==> src/design/gf2_reduced_basis_unit_defines.svh <==
// Assertion macros shared by the GF(2) reduced basis unit modules.
`ifndef GF2_REDUCED_BASIS_UNIT_DEFINES_SVH
`define GF2_REDUCED_BASIS_UNIT_DEFINES_SVH

// Clocked check, off while reset is asserted.
`define GRBU_ASSERT(name, clk, rst_n, prop) \
  name: assert property (@(posedge clk) disable iff (!rst_n) prop) \
    else $error("grbu assertion failed");

// Clocked check that also holds during reset.
`define GRBU_ASSERT_ALWAYS(name, clk, prop) \
  name: assert property (@(posedge clk) prop) else $error("grbu assertion failed");

`endif

==> src/design/grbu_pkg.sv <==
// Types and constants shared by the GF(2) reduced basis unit modules.
package grbu_pkg;

  localparam int unsigned OPND_W = 64;
  localparam int unsigned FUNC_W = 2;
  localparam int unsigned PIV_W  = 6;
  localparam int unsigned RANK_W = 7;
  localparam int unsigned COEF_W = 64;
  localparam int unsigned RES_W  = 80;

  localparam logic [RANK_W-1:0] RANK_CAP_RST = 7'd64;

  typedef enum logic [FUNC_W-1:0] {
    FUNC_INSERT   = 2'd0,
    FUNC_CONTAINS = 2'd1,
    FUNC_COORDS   = 2'd2,
    FUNC_CLEAR    = 2'd3
  } func_e;

  typedef struct packed {
    logic load;
    logic red;
    logic lod;
    logic elim;
    logic cstep;
    logic finish;
  } cmd_t;

  typedef struct packed {
    func_e func;
    logic  indep;
    logic  cap_ok;
    logic  cdone;
  } sts_t;

endpackage

==> src/design/grbu_ctrl.sv <==
// Controller: operation sequencer and output transfer handshake.
`include "gf2_reduced_basis_unit_defines.svh"

module grbu_ctrl (
  input  logic            clk_i,
  input  logic            rst_ni,
  input  logic            s_valid_i,
  output logic            s_ready_o,
  output logic            m_valid_o,
  input  logic            m_ready_i,
  output grbu_pkg::cmd_t  cmd_o,
  input  grbu_pkg::sts_t  sts_i
);

  localparam logic [2:0] S_IDLE = 3'd0;
  localparam logic [2:0] S_RED  = 3'd1;
  localparam logic [2:0] S_LOD  = 3'd2;
  localparam logic [2:0] S_ELIM = 3'd3;
  localparam logic [2:0] S_CMP  = 3'd4;
  localparam logic [2:0] S_FIN  = 3'd5;

  logic [2:0] state_q, state_d;
  logic       mv_q;

  always_comb begin
    state_d = state_q;
    cmd_o   = '0;
    case (state_q)
      S_IDLE: begin
        if (s_valid_i) begin
          cmd_o.load = 1'b1;
          state_d    = S_RED;
        end
      end
      S_RED: begin
        cmd_o.red = 1'b1;
        case (sts_i.func)
          grbu_pkg::FUNC_INSERT: state_d = S_LOD;
          grbu_pkg::FUNC_COORDS: state_d = S_CMP;
          default:               state_d = S_FIN;
        endcase
      end
      S_LOD: begin
        cmd_o.lod = 1'b1;
        if (sts_i.indep && sts_i.cap_ok) begin
          state_d = S_ELIM;
        end else begin
          state_d = S_FIN;
        end
      end
      S_ELIM: begin
        cmd_o.elim = 1'b1;
        state_d    = S_FIN;
      end
      S_CMP: begin
        cmd_o.cstep = 1'b1;
        if (sts_i.cdone) begin
          state_d = S_FIN;
        end
      end
      S_FIN: begin
        if (!mv_q || m_ready_i) begin
          cmd_o.finish = 1'b1;
          state_d      = S_IDLE;
        end
      end
      default: begin
        state_d = S_IDLE;
      end
    endcase
  end

  always_ff @(posedge clk_i or negedge rst_ni) begin
    if (!rst_ni) begin
      state_q <= S_IDLE;
      mv_q    <= 1'b0;
    end else begin
      state_q <= state_d;
      if (cmd_o.finish) begin
        mv_q <= 1'b1;
      end else if (m_ready_i) begin
        mv_q <= 1'b0;
      end
    end
  end

  assign s_ready_o = state_q == S_IDLE;
  assign m_valid_o = mv_q;

  `GRBU_ASSERT(a_fin_holds_on_stall, clk_i, rst_ni, (state_q == S_FIN && mv_q && !m_ready_i) |=> (state_q == S_FIN))
  `GRBU_ASSERT(a_elim_after_lod, clk_i, rst_ni, (state_q == S_ELIM) |-> ($past(state_q) == S_LOD))
  `GRBU_ASSERT(a_mvalid_hold, clk_i, rst_ni, (m_valid_o && !m_ready_i) |=> m_valid_o)

endmodule

==> config.mk <==
export PLATFORM = sky130hd
export DESIGN_NAME = grbu_ctrl
export DESIGN_NICKNAME = d
export VERILOG_FILES = /design/src/design/grbu_pkg.sv /design/src/design/grbu_ctrl.sv
export VERILOG_INCLUDE_DIRS = /design/src /design/src/design
export SDC_FILE = /design/constraint.sdc
export NUM_CORES = 1
export LEC_CHECK = 0
export ABC_AREA = 1
export ABC_CLOCK_PERIOD_IN_PS = 1200
export BUFFER_PORTS_ARGS = -buffer_cell sky130_fd_sc_hd__buf_2
export CAP_MARGIN = 20
export CORE_AREA = 2 2 39 41
export DETAILED_ROUTE_END_ITERATION = 7
export DIE_AREA = 0 0 41 43
export PLACE_DENSITY = 0.45
export SETUP_SLACK_MARGIN = 0.1
export SLEW_MARGIN = 10
export SYNTH_ARGS = -nofsm -noshare
export SYNTH_HDL_FRONTEND = slang
export SYNTH_SLANG_ARGS = --single-unit
==> constraint.sdc <==
create_clock -name clk_i -period 1.2 [get_ports clk_i]
set_input_delay 0.06 -clock clk_i [delete_from_list [all_inputs] [get_ports clk_i]]
set_output_delay 0.06 -clock clk_i [all_outputs]
set_load 0.05 [all_outputs]
# == After elaboration in Yosys (flattened, before gate mapping) ==
# Index checks and enable logic that the tools add are counted.
# totals
inputBits,9
register_bits,4
elab_cells,34
out_inout_bits,8
# classes
n_eq_ne,9
muxes,16
n_reduce_logical,7
# op_table
operator,n
one-hot mux 3 bit (6 select lines),1
two-way mux 3 bit,4
two-way mux 1 bit,10
equality test 3 x 2 -> 1 bit (second input constant),2
equality test 3 bit (second input constant),2
inequality test 2 bit (second input constant),3
one-hot mux 3 bit (2 select lines),1
equality test 3 x 1 -> 1 bit (second input constant),1
zero test 3 bit,1
AND reduction 3 bit,1
equality test 2 bit (second input constant),1
zero test 2 bit,1
nonzero test 2 bit,1
logical AND 1 bit,1
zero test 1 bit,1
logical OR 1 bit,1

# == Depth between registers and ports, before layout ==
# logic_depth
depth_word,5
ltp_mapped,8
mapped_depth_nobuf,8

# == Least setup slack after synthesis ==
# OpenSTA, ideal clock, no wires.
# synth_timing
kind,register -> output
from,reg state_q[0]
to,out cmd_o[5] (netlist bit)
stages_incl_launch_ff,4
slack_ps,-538
required_time_ps,1140
path_buffers,0
arrival_ps,1678
cell_sequence,dfrtp_1 > nor2_2 > inv_1 > nor3_1
# synth_rtl
element,line_no,rtl
start: declaration,grbu_ctrl.sv:22,"logic [2:0] state_q, state_d;"
start signal: assignment,grbu_ctrl.sv:78,state_q <= state_d;
end: declaration,grbu_ctrl.sv:11,"output grbu_pkg::cmd_t cmd_o,"

==> results_dict.tcl <==
set metrics [dict create \
    slew_violations 0 \
    antenna_found_initial 0 \
    layout_setup_ws_ns -0.0748 \
    grt_max_degree 6 \
    die_area_um2 1760 \
    firstDrtPassIters 4 \
    synth.cell_area_um2 310 \
    rsz0062_at_grt "yes" \
    drtAntennaViolNets 0 \
    grt_pass1_vias 397 \
    synth_cell_types 14 \
    p_sw_share_pct 51.6 \
    io_pins 17 \
    finalCriticalPeriod_ns 1.27 \
    htreeDepth 1 \
    drtIter0Drc 6 \
    p_int_uw 942 \
    grt_overflow_total 0 \
    p_leak_nw 0.342 \
    crit_required_ns 1.14 \
    max_freq_mhz 784 \
    synth_nets 59 \
    fin_skew_ns 0.0106 \
    num_rows 14 \
    failed_checks "setup timing" \
    power.total_mw 1.95 \
    fin_crit_sh_pct 106 \
    tritoncts "done" \
    pwr_density_cell_nw_per_um2 3020 \
    grtUsageTotal_pct 13.8 \
    io_buffers 16 \
    cts_root_buf "clkbuf_4" \
    die_h_um 43 \
    insertion_delay_ns 0.24 \
    diodes 0 \
    critPathLaunchType "flip-flop" \
    ys_seq_area_share_pct 32.3 \
    crit_type "reg -> out" \
    vias 422 \
    path_max_fanout 5 \
    cts_sinks 4 \
    synth_top_area_share_pct 32.3 \
    placed_cells 81 \
    wl_per_cell_um 10.3 \
    avgSynthCellArea_um2 6.21 \
    start_util_pct 22.4 \
    fin_util_pct 46.7 \
    grt_pass1_wl_um 1590 \
    syn_to_final_growth_pct 108 \
    finalNetCount 90 \
    hp-class "in -> reg" \
    hpwlAfterDp_um 562 \
    clock_path_buffers 2 \
    via_per_inst 4.40 \
    pwr-share-clk_pct 9.6 \
    core_um2 1380 \
    crit_path_start "state_q[2]" \
    sequentialPowerShare_pct 14.8 \
    p_sw_mw 1.01 \
    stdcell_count 96 \
    hold_start "m_ready_i" \
    hold_viol_final 0 \
    drv_cap 0 \
    netlist_top_cells_area "dfrtp_1, inv_1, nand2_1, nor2_1, nand3_1" \
    syn_inst 50 \
    worst_setup_path_end_kind "output pin" \
    drt_wl_total_um 990 \
    outcome "finished with violations" \
    combPwrFrac_pct 75.6 \
    synth_largest_area_cell "dfrtp_1" \
    worst_slew_pin_slew_ns 0.246 \
    setup_viol 5 \
    cts_buffers 3 \
    routabilityCongestion 0.738 \
    fill_cells 142 \
    ys_ff_latch 4 \
    die_x_um 41 \
    ir_worst_vdd_mv 1.74 \
    crit_arrival_ns 1.21 \
    drive_gt1_share_pct 65.0 \
    reg2reg_from "state_q[1]" \
    yosys_warnings 0 \
    drc_errors 0 \
    relSlewSlack_pct 83.7 \
    path_clk_slew_ns 0.04 \
]
## metal layers
layer | track usage (%) | wire length (µm) | up-vias
met2 | 20.0 | 531 | 15
met1 | 16.0 | 365 | 196
li1 | - | - | 207
met3 | 6.28 | 73 | 4
met4 | 8.00 | 20 | 0
met5 | 0 | 0 | -
## worst max-delay path, cell delays in order (launching register included)
cell and delay, ns:
dfrtp_2 0.47, buf_12 0.16, nor3_4 0.17, buf_6 0.18
## cells in the mapped netlist
cell     count
inv_1       12
nand2_1     11
nor2_1       7
dfrtp_1      4
nand3_1      4
nor2_2       3
inv_2        2
buf_6        1
nand3_2      1
nand4_1      1
nor3_1       1
nor3b_1      1
o21ai_0      1
o22ai_1      1
## cells in the final DEF, fill, tap and decap left out, types with 2 or more instances in the layout
master	n
buf_2	9
buf_4	8
buf_6	6
buf_8	2
clkbuf_4	3
dfrtp_1	2
dfrtp_2	2
inv_1	7
inv_2	7
nand2_1	10
nand3_1	2
nand3_2	3
nor2_1	3
nor2_2	3
nor2_4	4
## state kept, by name, summed over array words and instances, names as in the netlist
name,count
m_valid_o,1
state_q,3
## metrics by stage
step	hold slack, ns	worst slack (ns)	setup TNS (ns)	instance area (µm²)
floorplan	-0.236	0.0496	0	338
global placement	-0.130	0.0218	0	427
detailed placement	-0.131	0.0294	0	427
CTS	0.0966	-0.0637	-0.166	608
global route	0.136	-0.122	-0.599	646
finish	0.102	-0.0748	-0.179	646
## repair_timing
item,4_1_cts,5_1_grt
setup buffers,8,2
hold buffers,1,0
gates resized for setup,25,7
endpoints found under the hold margin,4,0
endpoints found under the setup margin,9,10
pin swaps,5,3
## worst paths after layout
kind                              endpoint  slack, ns  cells after the start
worst min register to register   m_valid_o       0.66                      4
min in group asynchronous       state_q[0]       0.15                      2
worst max register to register  state_q[2]       0.08                      7
max in group asynchronous       state_q[2]       0.91                      2
worst min-delay path             m_valid_o       0.10                      4
worst max-delay path              cmd_o[5]      -0.07                      3
## kinds of logic (layout without fill, tap and decap cells)
kind of cell / count (synthesis) / in the layout / synth area share (%)
AO/OA/AOI/OAI: 2 / 2 / 3.63
flip-flops: 4 / 4 / 32.3
buffers and inverters: 15 / 45 / 20.6
AND/OR/NAND/NOR: 29 / 29 / 43.6
## cell type report
cell class | instances | area [µm²] | share of cell area [%]
Inverter | 14 | 52.6 | 8.14
Tap cell | 16 | 20.0 | 3.10
Sequential cell | 4 | 103 | 15.9
Timing Repair Buffer | 27 | 233 | 36.0
Clock buffer | 4 | 26.3 | 4.07
Multi-Input combinational cell | 31 | 211 | 32.8
## power groups by stage
stage | clock, mW | combinational, mW | sequential [mW]
after floorplan | 0 | 0.745 | 0.287
after global placement | 0 | 0.886 | 0.284
after detailed placement | 0 | 0.883 | 0.283
after CTS | 0.193 | 1.33 | 0.282
after global routing | 0.212 | 1.57 | 0.294
final | 0.187 | 1.47 | 0.288
No activity file was read; power rests on OpenSTA's default activity.
